File: src/lmac_pkg.sv
`timescale 1ns / 1ps
// shared types, constants and the address table of the accumulator machine
package lmac_pkg;

    localparam int DATA_DEPTH = 256;
    localparam int ACC_WIDTH  = 32;
    localparam int ADDR_W     = (DATA_DEPTH > 1) ? $clog2(DATA_DEPTH) : 1;
    localparam int PC_W       = 16;
    localparam int BYTE_W     = 8;
    localparam int OUT_ACC_W  = 32;
    // queue depth, a power of two so that the pointers wrap by themselves
    localparam int Q_DEPTH    = 2;
    localparam int Q_PTR_W    = (Q_DEPTH > 1) ? $clog2(Q_DEPTH) : 1;
    localparam int Q_CNT_W    = $clog2(Q_DEPTH + 1);

    typedef enum logic [3:0] {
        OP_HLT = 4'd0,
        OP_ADD = 4'd1,
        OP_SUB = 4'd2,
        OP_STA = 4'd3,
        OP_LDA = 4'd4,
        OP_BRA = 4'd5,
        OP_BRZ = 4'd6,
        OP_BRP = 4'd7,
        OP_INP = 4'd8,
        OP_OUT = 4'd9,
        OP_ILL = 4'd10
    } t_op;

    typedef enum logic [1:0] {
        ST_RUN     = 2'd0,
        ST_HALT    = 2'd1,
        ST_ILLEGAL = 2'd2
    } t_status;

    typedef struct packed {
        t_op               op;
        logic [BYTE_W-1:0] arg;
        logic [BYTE_W-1:0] chr;
    } t_instr;

    typedef logic [ADDR_W-1:0] t_addr_tab [256];

    // operand byte folded onto the data memory depth, worked out at elaboration
    function automatic t_addr_tab build_addr_tab();
        t_addr_tab tab;
        for (int i = 0; i < 256; i++) begin
            tab[i] = ADDR_W'(i % DATA_DEPTH);
        end
        return tab;
    endfunction

    localparam t_addr_tab ADDR_TAB = build_addr_tab();

endpackage

File: src/lmac_ram.sv
`timescale 1ns / 1ps
// generic single write port, single read port ram with registered read
module lmac_ram #(
    parameter int WIDTH = 8,
    parameter int DEPTH = 256,
    parameter int AW    = (DEPTH > 1) ? $clog2(DEPTH) : 1
) (
    input  logic             i_clk,
    input  logic             i_wr_en,
    input  logic [AW-1:0]    i_wr_addr,
    input  logic [WIDTH-1:0] i_wr_data,
    input  logic             i_rd_en,
    input  logic [AW-1:0]    i_rd_addr,
    output logic [WIDTH-1:0] o_rd_data
);

    logic [WIDTH-1:0] r_mem [DEPTH];
    logic [WIDTH-1:0] r_rd_data;

    // read during write returns the old contents
    always_ff @(posedge i_clk) begin
        if (i_wr_en) begin
            r_mem[i_wr_addr] <= i_wr_data;
        end
        if (i_rd_en) begin
            r_rd_data <= r_mem[i_rd_addr];
        end
    end

    assign o_rd_data = r_rd_data;

endmodule

File: src/lmac_front.sv
`timescale 1ns / 1ps
// front end: input handshake, opcode decode and the instruction queue
module lmac_front (
    input  logic                              i_clk,
    input  logic                              i_rst_n,
    input  logic                              i_valid,
    output logic                              o_stall,
    input  logic [lmac_pkg::BYTE_W-1:0]       i_opcode,
    input  logic [lmac_pkg::BYTE_W-1:0]       i_operand_byte,
    input  logic [lmac_pkg::BYTE_W-1:0]       i_in_char,
    output logic                              o_q_vld,
    output lmac_pkg::t_instr                  o_q_item,
    input  logic                              i_q_pop
);

    lmac_pkg::t_instr                    r_q [lmac_pkg::Q_DEPTH];
    logic [lmac_pkg::Q_PTR_W-1:0]        r_wr_ptr;
    logic [lmac_pkg::Q_PTR_W-1:0]        r_rd_ptr;
    logic [lmac_pkg::Q_CNT_W-1:0]        r_cnt;
    logic [lmac_pkg::Q_CNT_W-1:0]        n_cnt;
    logic                                push;
    lmac_pkg::t_instr                    dec;

    always_comb begin
        if (i_opcode <= lmac_pkg::BYTE_W'(lmac_pkg::OP_OUT)) begin
            dec.op = lmac_pkg::t_op'(i_opcode[3:0]);
        end else begin
            dec.op = lmac_pkg::OP_ILL;
        end
        dec.arg = i_operand_byte;
        dec.chr = i_in_char;
    end

    assign o_stall  = (r_cnt == lmac_pkg::Q_CNT_W'(lmac_pkg::Q_DEPTH));
    assign push     = i_valid && !o_stall;
    assign o_q_vld  = (r_cnt != '0);
    assign o_q_item = r_q[r_rd_ptr];

    always_comb begin
        n_cnt = r_cnt;
        if (push && !i_q_pop) begin
            n_cnt = r_cnt + 1'b1;
        end else if (!push && i_q_pop) begin
            n_cnt = r_cnt - 1'b1;
        end
    end

    always_ff @(posedge i_clk) begin
        if (!i_rst_n) begin
            r_wr_ptr <= '0;
            r_rd_ptr <= '0;
            r_cnt    <= '0;
        end else begin
            r_cnt <= n_cnt;
            if (push) begin
                r_wr_ptr <= r_wr_ptr + 1'b1;
            end
            if (i_q_pop) begin
                r_rd_ptr <= r_rd_ptr + 1'b1;
            end
        end
    end

    always_ff @(posedge i_clk) begin
        if (push) begin
            r_q[r_wr_ptr] <= dec;
        end
    end

endmodule

File: src/lmac_back.sv
`timescale 1ns / 1ps
// back end: data memory read, instruction execute and the result register
module lmac_back (
    input  logic                                 i_clk,
    input  logic                                 i_rst_n,
    input  logic                                 i_q_vld,
    input  lmac_pkg::t_instr                     i_q_item,
    output logic                                 o_q_pop,
    output logic                                 o_valid,
    input  logic                                 i_stall,
    output logic [lmac_pkg::PC_W-1:0]            o_next_ip,
    output logic                                 o_out_valid,
    output logic [lmac_pkg::BYTE_W-1:0]          o_out_char,
    output logic [1:0]                           o_status,
    output logic [lmac_pkg::OUT_ACC_W-1:0]       o_acc_value
);

    localparam int AW = lmac_pkg::ADDR_W;
    localparam int AC = lmac_pkg::ACC_WIDTH;

    // architectural state
    logic [lmac_pkg::PC_W-1:0]          r_pc;
    logic [lmac_pkg::PC_W-1:0]          n_pc;
    logic [AC-1:0]                      r_acc;
    logic [AC-1:0]                      n_acc;
    lmac_pkg::t_status                  r_status;
    lmac_pkg::t_status                  n_status;
    logic [lmac_pkg::DATA_DEPTH-1:0]    r_vld;

    // execute stage
    logic                               r_ex_vld;
    lmac_pkg::t_instr                   r_ex;
    logic                               r_rd_vld;
    logic                               r_fwd_hit;
    logic [lmac_pkg::BYTE_W-1:0]        r_fwd_data;

    // result register
    logic                               r_out_vld;
    logic [lmac_pkg::PC_W-1:0]          r_out_ip;
    logic                               r_out_ov;
    logic [lmac_pkg::BYTE_W-1:0]        r_out_ch;
    lmac_pkg::t_status                  r_out_st;
    logic [lmac_pkg::OUT_ACC_W-1:0]     r_out_acc;

    logic                               exec_go;
    logic                               issue;
    logic                               wr_en;
    logic [AW-1:0]                      wr_addr;
    logic [AW-1:0]                      rd_addr;
    logic [lmac_pkg::BYTE_W-1:0]        rd_data;
    logic [lmac_pkg::BYTE_W-1:0]        mem_byte;
    logic [AC-1:0]                      mem_ext;
    logic                               n_ov;
    logic [lmac_pkg::BYTE_W-1:0]        n_ch;
    logic [63:0]                        acc_ext;
    logic [lmac_pkg::PC_W-1:0]          pc_step1;
    logic [lmac_pkg::PC_W-1:0]          pc_step2;
    logic [lmac_pkg::PC_W-1:0]          pc_target;
    logic                               halted;

    assign exec_go = r_ex_vld && (!r_out_vld || !i_stall);
    assign issue   = i_q_vld && (!r_ex_vld || exec_go);
    assign o_q_pop = issue;
    assign halted  = (r_status != lmac_pkg::ST_RUN);

    assign rd_addr = lmac_pkg::ADDR_TAB[i_q_item.arg];
    assign wr_addr = lmac_pkg::ADDR_TAB[r_ex.arg];
    assign wr_en   = exec_go && !halted && (r_ex.op == lmac_pkg::OP_STA);

    lmac_ram #(
        .WIDTH (lmac_pkg::BYTE_W),
        .DEPTH (lmac_pkg::DATA_DEPTH)
    ) u_dmem (
        .i_clk     (i_clk),
        .i_wr_en   (wr_en),
        .i_wr_addr (wr_addr),
        .i_wr_data (r_acc[lmac_pkg::BYTE_W-1:0]),
        .i_rd_en   (issue),
        .i_rd_addr (rd_addr),
        .o_rd_data (rd_data)
    );

    // a store retiring in the issue cycle bypasses the ram read
    assign mem_byte = r_fwd_hit ? r_fwd_data : (r_rd_vld ? rd_data : '0);
    assign mem_ext  = AC'(signed'(mem_byte));

    assign pc_step1  = r_pc + lmac_pkg::PC_W'(1);
    assign pc_step2  = r_pc + lmac_pkg::PC_W'(2);
    assign pc_target = lmac_pkg::PC_W'(r_ex.arg);

    always_comb begin
        n_pc     = r_pc;
        n_acc    = r_acc;
        n_status = r_status;
        n_ov     = 1'b0;
        n_ch     = '0;
        if (!halted) begin
            case (r_ex.op)
                lmac_pkg::OP_HLT: begin
                    n_status = lmac_pkg::ST_HALT;
                end
                lmac_pkg::OP_ADD: begin
                    n_acc = r_acc + mem_ext;
                    n_pc  = pc_step2;
                end
                lmac_pkg::OP_SUB: begin
                    n_acc = r_acc - mem_ext;
                    n_pc  = pc_step2;
                end
                lmac_pkg::OP_STA: begin
                    n_pc = pc_step2;
                end
                lmac_pkg::OP_LDA: begin
                    n_acc = mem_ext;
                    n_pc  = pc_step2;
                end
                lmac_pkg::OP_BRA: begin
                    n_pc = pc_target;
                end
                lmac_pkg::OP_BRZ: begin
                    n_pc = (r_acc == '0) ? pc_target : pc_step2;
                end
                lmac_pkg::OP_BRP: begin
                    n_pc = ((r_acc != '0) && !r_acc[AC-1]) ? pc_target : pc_step2;
                end
                lmac_pkg::OP_INP: begin
                    n_acc = AC'(r_ex.chr);
                    n_pc  = pc_step1;
                end
                lmac_pkg::OP_OUT: begin
                    n_ov = 1'b1;
                    n_ch = r_acc[lmac_pkg::BYTE_W-1:0];
                    n_pc = pc_step1;
                end
                default: begin
                    n_status = lmac_pkg::ST_ILLEGAL;
                end
            endcase
        end
    end

    assign acc_ext = 64'(signed'(n_acc));

    always_ff @(posedge i_clk) begin
        if (!i_rst_n) begin
            r_pc      <= '0;
            r_acc     <= '0;
            r_status  <= lmac_pkg::ST_RUN;
            r_vld     <= '0;
            r_ex_vld  <= 1'b0;
            r_out_vld <= 1'b0;
        end else begin
            if (exec_go) begin
                r_pc     <= n_pc;
                r_acc    <= n_acc;
                r_status <= n_status;
            end
            if (wr_en) begin
                r_vld[wr_addr] <= 1'b1;
            end
            if (issue) begin
                r_ex_vld <= 1'b1;
            end else if (exec_go) begin
                r_ex_vld <= 1'b0;
            end
            if (exec_go) begin
                r_out_vld <= 1'b1;
            end else if (!i_stall) begin
                r_out_vld <= 1'b0;
            end
        end
    end

    always_ff @(posedge i_clk) begin
        if (issue) begin
            r_ex       <= i_q_item;
            r_rd_vld   <= r_vld[rd_addr];
            r_fwd_hit  <= wr_en && (wr_addr == rd_addr);
            r_fwd_data <= r_acc[lmac_pkg::BYTE_W-1:0];
        end
        if (exec_go) begin
            r_out_ip  <= n_pc;
            r_out_ov  <= n_ov;
            r_out_ch  <= n_ch;
            r_out_st  <= n_status;
            r_out_acc <= acc_ext[lmac_pkg::OUT_ACC_W-1:0];
        end
    end

    assign o_valid     = r_out_vld;
    assign o_next_ip   = r_out_ip;
    assign o_out_valid = r_out_ov;
    assign o_out_char  = r_out_ch;
    assign o_status    = r_out_st;
    assign o_acc_value = r_out_acc;

    a_halt_sticky: assert property (@(posedge i_clk) disable iff (!i_rst_n)
        halted |=> r_status == $past(r_status))
        else $error("halt status changed while halted");

    a_char_only_running: assert property (@(posedge i_clk) disable iff (!i_rst_n)
        r_out_vld && r_out_ov |-> r_out_st == lmac_pkg::ST_RUN)
        else $error("character emitted by a halted machine");

    a_pop_needs_item: assert property (@(posedge i_clk) disable iff (!i_rst_n)
        o_q_pop |-> i_q_vld)
        else $error("queue popped while empty");

    a_ex_holds: assert property (@(posedge i_clk) disable iff (!i_rst_n)
        r_ex_vld && !exec_go |=> r_ex_vld && $stable(r_ex) && $stable(r_pc))
        else $error("execute stage changed while blocked");

endmodule

File: src/little_man_accumulator_cpu.sv
`timescale 1ns / 1ps
// little man computer style accumulator machine, one instruction per item
//
// input channel: i_valid / o_stall carry an instruction item (opcode byte,
// operand byte, pending input character); a transfer happens on a rising
// edge with i_valid high and o_stall low. output channel: o_valid / i_stall
// carry one result per item (next fetch address, output character flag and
// value, status, accumulator); a transfer happens with o_valid high and
// i_stall low.
// an item passes through the queue, the execute stage and the result register
// before it can transfer out. throughput: one item per cycle while i_stall stays low,
// set by the single execute stage and its one data memory read per item.
// a two-entry queue separates decode from execute; a stalled receiver fills
// the result register, then the execute stage, then the queue, after which
// o_stall rises. results are never dropped or repeated.
// reset (synchronous, active low) clears program counter, accumulator and
// halt status, and marks all 256 data bytes as zero at once through per-byte
// valid bits; no clearing pass, items are taken the cycle after reset.
module little_man_accumulator_cpu (
    input  logic        i_clk,
    input  logic        i_rst_n,
    input  logic        i_valid,
    output logic        o_stall,
    input  logic [7:0]  i_opcode,
    input  logic [7:0]  i_operand_byte,
    input  logic [7:0]  i_in_char,
    output logic        o_valid,
    input  logic        i_stall,
    output logic [15:0] o_next_ip,
    output logic        o_out_valid,
    output logic [7:0]  o_out_char,
    output logic [1:0]  o_status,
    output logic [31:0] o_acc_value
);

    logic             q_vld;
    lmac_pkg::t_instr q_item;
    logic             q_pop;

    lmac_front u_front (
        .i_clk          (i_clk),
        .i_rst_n        (i_rst_n),
        .i_valid        (i_valid),
        .o_stall        (o_stall),
        .i_opcode       (i_opcode),
        .i_operand_byte (i_operand_byte),
        .i_in_char      (i_in_char),
        .o_q_vld        (q_vld),
        .o_q_item       (q_item),
        .i_q_pop        (q_pop)
    );

    lmac_back u_back (
        .i_clk       (i_clk),
        .i_rst_n     (i_rst_n),
        .i_q_vld     (q_vld),
        .i_q_item    (q_item),
        .o_q_pop     (q_pop),
        .o_valid     (o_valid),
        .i_stall     (i_stall),
        .o_next_ip   (o_next_ip),
        .o_out_valid (o_out_valid),
        .o_out_char  (o_out_char),
        .o_status    (o_status),
        .o_acc_value (o_acc_value)
    );

endmodule

File: config.mk
export PLATFORM = sky130hd
export DESIGN_NAME = little_man_accumulator_cpu
export DESIGN_NICKNAME = d
export VERILOG_FILES = /design/src/lmac_pkg.sv /design/src/lmac_ram.sv /design/src/lmac_front.sv /design/src/lmac_back.sv /design/src/little_man_accumulator_cpu.sv
export SDC_FILE = /design/constraint.sdc
export NUM_CORES = 2
export LEC_CHECK = 0
export ABC_CLOCK_PERIOD_IN_PS = 16400
export BUFFER_PORTS_ARGS = -buffer_cell sky130_fd_sc_hd__clkbuf_2
export CORE_MARGIN = 4
export CORE_UTILIZATION = 43
export DETAILED_ROUTE_END_ITERATION = 10
export GPL_TIMING_DRIVEN = 0
export REMOVE_ABC_BUFFERS = 1
export SYNTH_ARGS = -nofsm -noshare
export SYNTH_HDL_FRONTEND = slang
export SYNTH_SLANG_ARGS = --single-unit
File: constraint.sdc
create_clock -name i_clk -period 16.4 [get_ports i_clk]
set_input_delay 4.92 -clock i_clk [delete_from_list [all_inputs] [get_ports i_clk]]
set_output_delay 4.92 -clock i_clk [all_outputs]
set_load 0.1 [all_outputs]
# ---- After elaboration in Yosys (flattened, before gate mapping)
# Memory sizes are Yosys's and may differ from the RTL's. A register that Yosys moved wholly into a read port is not among the register bits.
# Cells that the tools add are included.
dict set report word_totals {
  ff_bits 401
  ramBits 2088
  romBits 4096
  inputBits 28
  output_inout_bits 61
  wordCells 117
  n_memories 4
}
# memory words width rd rd_ports_with_merged_regs write_ports line
set memory_table {}
lappend memory_table {{(name not given)} 256 8 1 0 0 lmac_back.sv:66} ;# assign rd_addr = lmac_pkg::ADDR_TAB[i_q_item.arg];
lappend memory_table {{(name not given)} 256 8 1 0 0 lmac_back.sv:67} ;# assign wr_addr = lmac_pkg::ADDR_TAB[r_ex.arg];
lappend memory_table {u_back.u_dmem.r_mem 256 8 1 1 1 lmac_ram.sv:17} ;# logic [WIDTH-1:0] r_mem [DEPTH];
lappend memory_table {u_front.r_q 2 20 1 1 1 lmac_front.sv:16} ;# lmac_pkg::t_instr r_q [lmac_pkg::Q_DEPTH];
dict set report classes {
  n_addsub 8
  order_cmp 6
  eq_ne 12
  muxes 32
  n_bitwise 4
  reduce_logical 31
}
# cell count
set ops {}
lappend ops {{$or 256x256->256} 1}
lappend ops {{$pmux 32 s4} 1}
lappend ops {{$pmux 16 s5} 1}
lappend ops {{$mux 16} 3}
lappend ops {{$mux 8} 6}
lappend ops {{$add 32x32->32} 1}
lappend ops {{$logic_not 32->1} 1}
lappend ops {{$mux 32} 1}
lappend ops {{$reduce_bool 32->1} 1}
lappend ops {{$sub 32x32->32} 1}
lappend ops {{$ge 9x9->1 const B} 2}
lappend ops {{$lt 8x9->1 const B} 2}
lappend ops {{$not 8->9} 2}
lappend ops {{$add 16x1->16 const B} 1}
lappend ops {{$add 16x2->16 const B} 1}
lappend ops {{$eq 4x3->1 const B} 4}
lappend ops {{$mux 1} 13}
lappend ops {{$logic_and 1x1->1} 10}
lappend ops {{$reduce_or 9->1} 1}
lappend ops {{$bmux 1 s8} 1}
lappend ops {{$demux 1 s8} 1}
lappend ops {{$eq 4x2->1 const B} 2}
lappend ops {{$eq 4x4->1 const B} 2}
lappend ops {{$eq 8x8->1} 1}
lappend ops {{other kinds (18)} 33}

# ---- Depth between registers and ports, before layout
dict set report depth {
  depth_word 9
  depth_mapped 22
  ltp_nobuf 19
}

# ---- By module
# A second synthesis with hierarchy kept.
dict set report hier_totals {
  hier_cells 5974
  hier_area_um2 100241.1
}
# mod n_inst cells_each area_each_um2 seq_area_each_um2
set modules_own_cells {}
lappend modules_own_cells {lmac_ram 1 3733 79636.4 61739.2}
lappend modules_own_cells {lmac_back 1 2146 18884.4 8838.5}
lappend modules_own_cells {lmac_front 1 95 1720.4 1301.2}

# ---- Worst setup path before layout
# Ideal clock, no wire load.
dict set report synth_timing {
  path_kind {input to register}
  from {in i_stall}
  to {reg u_back.r_out_acc (netlist bit u_back.o_acc_value[0]), enable pin}
  setup_ps 446
  arrival_time_ps 6982
  t_required_ps 15954
  path_slack_ps 8972
  cell_stages 4
  n_path_buf 1
  cell_sequence {nand2_1 > nand2_1 > clkinv_1 > clkbuf_1}
}
dict set report synth_between {
  elab_chain_len 3
}
# item line
set synth_lines {}
lappend synth_lines {{from (decl)} little_man_accumulator_cpu.sv:28} ;# input logic i_stall,
lappend synth_lines {{$logic_not 1->1} lmac_back.sv:61} ;# assign exec_go = r_ex_vld && (!r_out_vld || !i_stall);
lappend synth_lines {{$logic_or 1x1->1} lmac_back.sv:61}
lappend synth_lines {{$logic_and 1x1->1} lmac_back.sv:61}
lappend synth_lines {{named net u_back.exec_go} lmac_back.sv:45} ;# logic exec_go;
lappend synth_lines {{to (signal assigned)} lmac_back.sv:186} ;# r_out_acc <= acc_ext[lmac_pkg::OUT_ACC_W-1:0];
lappend synth_lines {{to (decl)} lmac_back.sv:43} ;# logic [lmac_pkg::OUT_ACC_W-1:0] r_out_acc;
# The timed path passes the listed nets, and every way through them passes these cells.
# A chain may end at the register's enable or synchronous reset.

# ---- Final worst setup path
dict set report layout_timing {
  from {in i_stall}
  to {mem u_back.u_dmem.r_mem[33][4], enable pin}
}
dict set report layout_between {
  elab_chain_len 7
}
# item line
set layout_lines {}
lappend layout_lines {{$logic_not 1->1} lmac_back.sv:61}
lappend layout_lines {{$logic_or 1x1->1} lmac_back.sv:61}
lappend layout_lines {{$logic_and 1x1->1} lmac_back.sv:61}
lappend layout_lines {{$logic_and 1x1->1 (2 in series)} lmac_back.sv:68} ;# assign wr_en = exec_go && !halted && (r_ex.op == lmac_pkg::OP_STA);
lappend layout_lines {{$mux 1} lmac_ram.sv:22} ;# if (i_wr_en) begin
lappend layout_lines {{$mux 1 (not written as such)} lmac_ram.sv:23} ;# r_mem[i_wr_addr] <= i_wr_data;
lappend layout_lines {{to (decl)} lmac_ram.sv:17}
# Every way passes these cells.

==> out/qor.log <==
qor: timing.maxSlewHeadroom 4.13%
qor: power_and_ir_drop.power_leakage 0.0404 uW
qor: timing.fmax 110 MHz
qor: timing.fin_worst_skew 0.0386 ns
qor: timing.tightest_slew 1.43 ns
qor: synthesis.post-synth-top-area-cell sky130_fd_sc_hd__edfxtp_1
qor: cts.cts_num_sinks 2498
qor: global_routing.number_of_antenna_violations_at_the_first_check_in_global_routing 6
qor: timing.maxSlewViolCount 0
qor: placement.dp_worst_setup_slack 6.51 ns
qor: synthesis.synth_most_common_cell sky130_fd_sc_hd__nand2_1
qor: cts.postCtsSetupRepairBufs 0
qor: synthesis.syn_avg_cell_area 11.5 um^2
qor: cts.insertion_delay_to_the_later_sink_of_the_worst_skew_pair 0.92 ns
qor: setup_path.critical-path-top-cell-by-count sky130_fd_sc_hd__nand2_1
qor: synthesis.share_of_the_synthesized_area_in_compound_gates_ao_oa_aoi_oai 5.88%
qor: placement.port_buffers 88
qor: synthesis.postSynth.asyncResetShare 0%
qor: synthesis.synth_enable_flop_cells 2185
qor: cts.number_of_buffers_inserted_by_hold_repair_at_cts 0
qor: setup_path.crit_required 16.91 ns
qor: cts.cts_made_buffers 277
qor: synthesis.postSynth.topFlopCell sky130_fd_sc_hd__edfxtp_1
qor: floorplanning.core 236000 um^2
qor: floorplanning.die_y 496 um
qor: placement.placedCellCount 11700
qor: synthesis.post_synth_mux_area_share 0.622%
qor: route.drt_iter0_drc 7693
qor: global_routing.globalRoute.totalOverflow 0
qor: route.number_of_nets_with_antenna_violations_after_detailed_routing 0
qor: synthesis.synth-xor-area-share 0.333%
qor: global_routing.pin_count_of_the_biggest_net_entering_global_routing 152
qor: timing.layout_worst_path_cycle_share 55.4%
qor: synthesis.synth_top_cell_area_share 64.1%
qor: route.avgRoutedWirePerCell 22.8 um
qor: synthesis.main_combinational_cell_family_by_area_after_synthesis simple AND/OR/NAND/NOR gates
qor: final_layout.final_cell_count_no_fill 12200
qor: synthesis.post_synth_fa_ha_maj_area_fraction 0.533%
qor: final_layout.n_fill_cell 20200
qor: floorplanning.standard_cell_row_count 178
qor: floorplanning.io_pins 89
qor: timing.final_hold_viol_count 0
qor: setup_path.crit_path_end_kind flip-flop
qor: route.number_of_optimization_iterations_in_the_first_detailed_route_pass 6
qor: route.drc_errors 0
qor: floorplanning.die_area 246000 um^2
qor: cts.cts_resized 0
qor: synthesis.post_syn_instances 8904
qor: synthesis.seq_area_frac_synth 70.2%
qor: final_layout.sequential_cell_area 71900 um^2
qor: global_routing.first_global_vias 65700
qor: placement.hpwlAfterDp 169000 um
qor: final_layout.layout-drive-gt1-share 8.11%
qor: setup_path.critPathMaxStageDelay 1.15 ns
qor: setup_path.regToRegSetupSlack 8.83 ns
qor: synthesis.synth_commonest_cells sky130_fd_sc_hd__nand2_1 (2426), sky130_fd_sc_hd__edfxtp_1 (2185), sky130_fd_sc_hd__nand3_1 (1190)
qor: floorplanning.floorplan.initialDensity 43.4%
qor: cts.ctsHtreeMaxLevel 5
qor: cts.clk_path_buf_depth 4
qor: final_layout.syn2layout_area_growth 14.8%
qor: cts.worst_setup_hold_path_clk_slew 0.06 ns
qor: floorplanning.die_x 496 um
qor: synthesis.post_synth_main_area_contributors sky130_fd_sc_hd__edfxtp_1 (64%), sky130_fd_sc_hd__nand2_1 (8.9%), sky130_fd_sc_hd__dfxtp_1 (6.1%)
qor: final_layout.final_net_count 8895
qor: flow_run.max_cap_violations 0
qor: timing.rsz0062_at_grt false
qor: global_routing.grt_pass1_wl 416000 um
qor: cts.cts_tree built
qor: hold_path.hold_path.class flip-flop to flip-flop
qor: timing.worst_slack 7.32 ns
qor: synthesis.ys_seq_elements 2498
qor: placement.finalWeightedCongestion 0.856
qor: synthesis.post_synthesis_share_of_cell_area_spent_on_and_or_nand_and_nor_gates 19.8%
qor: final_layout.multi_input_area 28000 um^2
qor: route.vias_per_cell 5.71
qor: setup_path.worst_path_max_delay_cell sky130_fd_sc_hd__nor2_1
qor: timing.setup_violations 0
qor: cts.clk_root_buffer_cell sky130_fd_sc_hd__clkbuf_16
qor: synthesis.synthDistinctLibCells 91
qor: synthesis.synth_warnings 0
qor: power_and_ir_drop.power_density 166 nW/um^2
qor: setup_path.worst-path-max-fanout 31
qor: outcome.status finished clean
qor: setup_path.critical_path.startpoint_type input pin
qor: global_routing.track_usage 22.0%
qor: route.drt-total-wl 277000 um
qor: route.routed-via-count 69500
qor: setup_path.cp_cell_instances clkbuf_2 -> nand2_1 -> nand2_1 -> or3_1 -> inv_1 -> nand2_1 -> nor2_1 -> nand2_1 -> nor2_1
qor: timing.final_critical_period 9.08 ns
qor: synthesis.post_synth_instance_area 102000 um^2
qor: power_and_ir_drop.vdd_ir_drop_max 0.000145 V
qor: setup_path.critical_path_class input pin to flip-flop
qor: setup_path.critPathArrivalTime 9.60 ns
## path summary, 6_finish.rpt
kind	start	end	cells after the start
hold / removal	u_back.r_vld[174]	u_back.r_vld[174]	2
setup / recovery	i_stall	u_back.u_dmem.r_mem[33][4]	9
setup reg to reg	flip-flop	u_back.u_dmem.o_rd_data[5]	21
hold reg to reg	u_back.r_vld[174]	u_back.r_vld[174]	2
## routing by layer
layer  wire length [um]  GRT usage (%)
met5                 27              0
met4               8340           7.13
met3              21700           3.99
met2             131000           35.1
met1             116000           30.7
## metrics by stage
stage | hold slack, ns | power [uW] | util [%] | setup TNS (ns) | instance area (um^2)
finish | 0.466 | 19500 | 49.8 | 0 | 118000
global route | 0.486 | 20300 | 49.8 | 0 | 118000
CTS | 0.470 | 19500 | 49.8 | 0 | 118000
detailed placement | 0.456 | 13500 | 46.1 | 0 | 109000
global placement | 0.449 | 14800 | 44.1 | -1867.87 | 104000
floorplan | 0.440 | 12300 | - | -533.10 | 99800
## cells in the final DEF (no fill, tap or decap), types with 13 or more instances in the layout
cell type / synthesis / layout
sky130_fd_sc_hd__nand2_1: 2426 / 2417
sky130_fd_sc_hd__edfxtp_1: 2185 / 2185
sky130_fd_sc_hd__nand3_1: 1190 / 1184
sky130_fd_sc_hd__nor2_1: 880 / 878
sky130_fd_sc_hd__a311oi_1: 391 / 391
sky130_fd_sc_hd__dfxtp_1: 313 / 304
sky130_fd_sc_hd__clkbuf_16: 0 / 288
sky130_fd_sc_hd__a21oi_1: 171 / 171
sky130_fd_sc_hd__and3_1: 157 / 157
sky130_fd_sc_hd__buf_16: 0 / 113
sky130_fd_sc_hd__clkbuf_2: 0 / 88
sky130_fd_sc_hd__clkbuf_1: 359 / 79
sky130_fd_sc_hd__o21ai_0: 67 / 67
sky130_fd_sc_hd__a31oi_1: 60 / 60
sky130_fd_sc_hd__buf_12: 0 / 60
sky130_fd_sc_hd__nor3_1: 54 / 53
sky130_fd_sc_hd__ha_1: 42 / 42
sky130_fd_sc_hd__clkinv_2: 0 / 36
sky130_fd_sc_hd__inv_1: 29 / 28
sky130_fd_sc_hd__clkinv_1: 2 / 26
sky130_fd_sc_hd__clkbuf_8: 0 / 25
sky130_fd_sc_hd__xnor2_1: 23 / 23
sky130_fd_sc_hd__a22oi_1: 17 / 17
sky130_fd_sc_hd__bufinv_16: 0 / 17
sky130_fd_sc_hd__xor2_1: 16 / 16
sky130_fd_sc_hd__mux2i_1: 22 / 16
sky130_fd_sc_hd__mux2_2: 15 / 15
sky130_fd_sc_hd__nand4_1: 14 / 14
sky130_fd_sc_hd__nor4_1: 14 / 14
sky130_fd_sc_hd__and2_1: 12 / 13
sky130_fd_sc_hd__nor2b_1: 13 / 13
## logic make-up after synthesis
kind of cell | count (synthesis)
flip-flops | 2498
AND/OR/NAND/NOR | 4803
buffers and inverters | 662
AO/OA/AOI/OAI | 810
XOR/XNOR | 39
adder cells (fa/ha/maj) | 43
multiplexers | 49
## cell type report
class / instances / area share (%)
flip-flops and latches: 2498 / 61.2
multi-input cells: 5744 / 23.8
clock buffers: 392 / 6.68
repair buffers: 267 / 4.12
well taps: 3150 / 3.35
clock inverters: 89 / 0.742
inverters: 36 / 0.145
diodes: 3 / 0.00639
## critical path: cells and delay by family
| kind | cells | cell delay [ns] |
|---|---|---|
| AND/OR/NAND/NOR | 7 | 4.37 |
| buffers and inverters | 2 | 0.24 |
## flip-flops by register name, indices dropped and copies added (netlist names), 2 cells and up, named ones only
register	count
u_back.o_acc_value	32
u_back.o_next_ip	16
u_back.o_out_char	8
u_back.o_status	2
u_back.pc_target	8
u_back.r_acc	32
u_back.r_ex	12
u_back.r_fwd_data	8
u_back.r_pc	16
u_back.r_status	2
u_back.r_vld	256
u_back.u_dmem.o_rd_data	8
u_back.u_dmem.r_mem	2048
u_front.r_cnt	2
u_front.r_q	40
## where the power goes
group / leakage [uW] / total (uW) / switching, uW / internal (uW)
Combinational: 0.0148 / 6170 / 4190 / 1970
Sequential: 0.0213 / 7280 / 158 / 7120
Clock: 0.00428 / 6010 / 2420 / 3590
No activity file was read; power rests on OpenSTA's default activity.
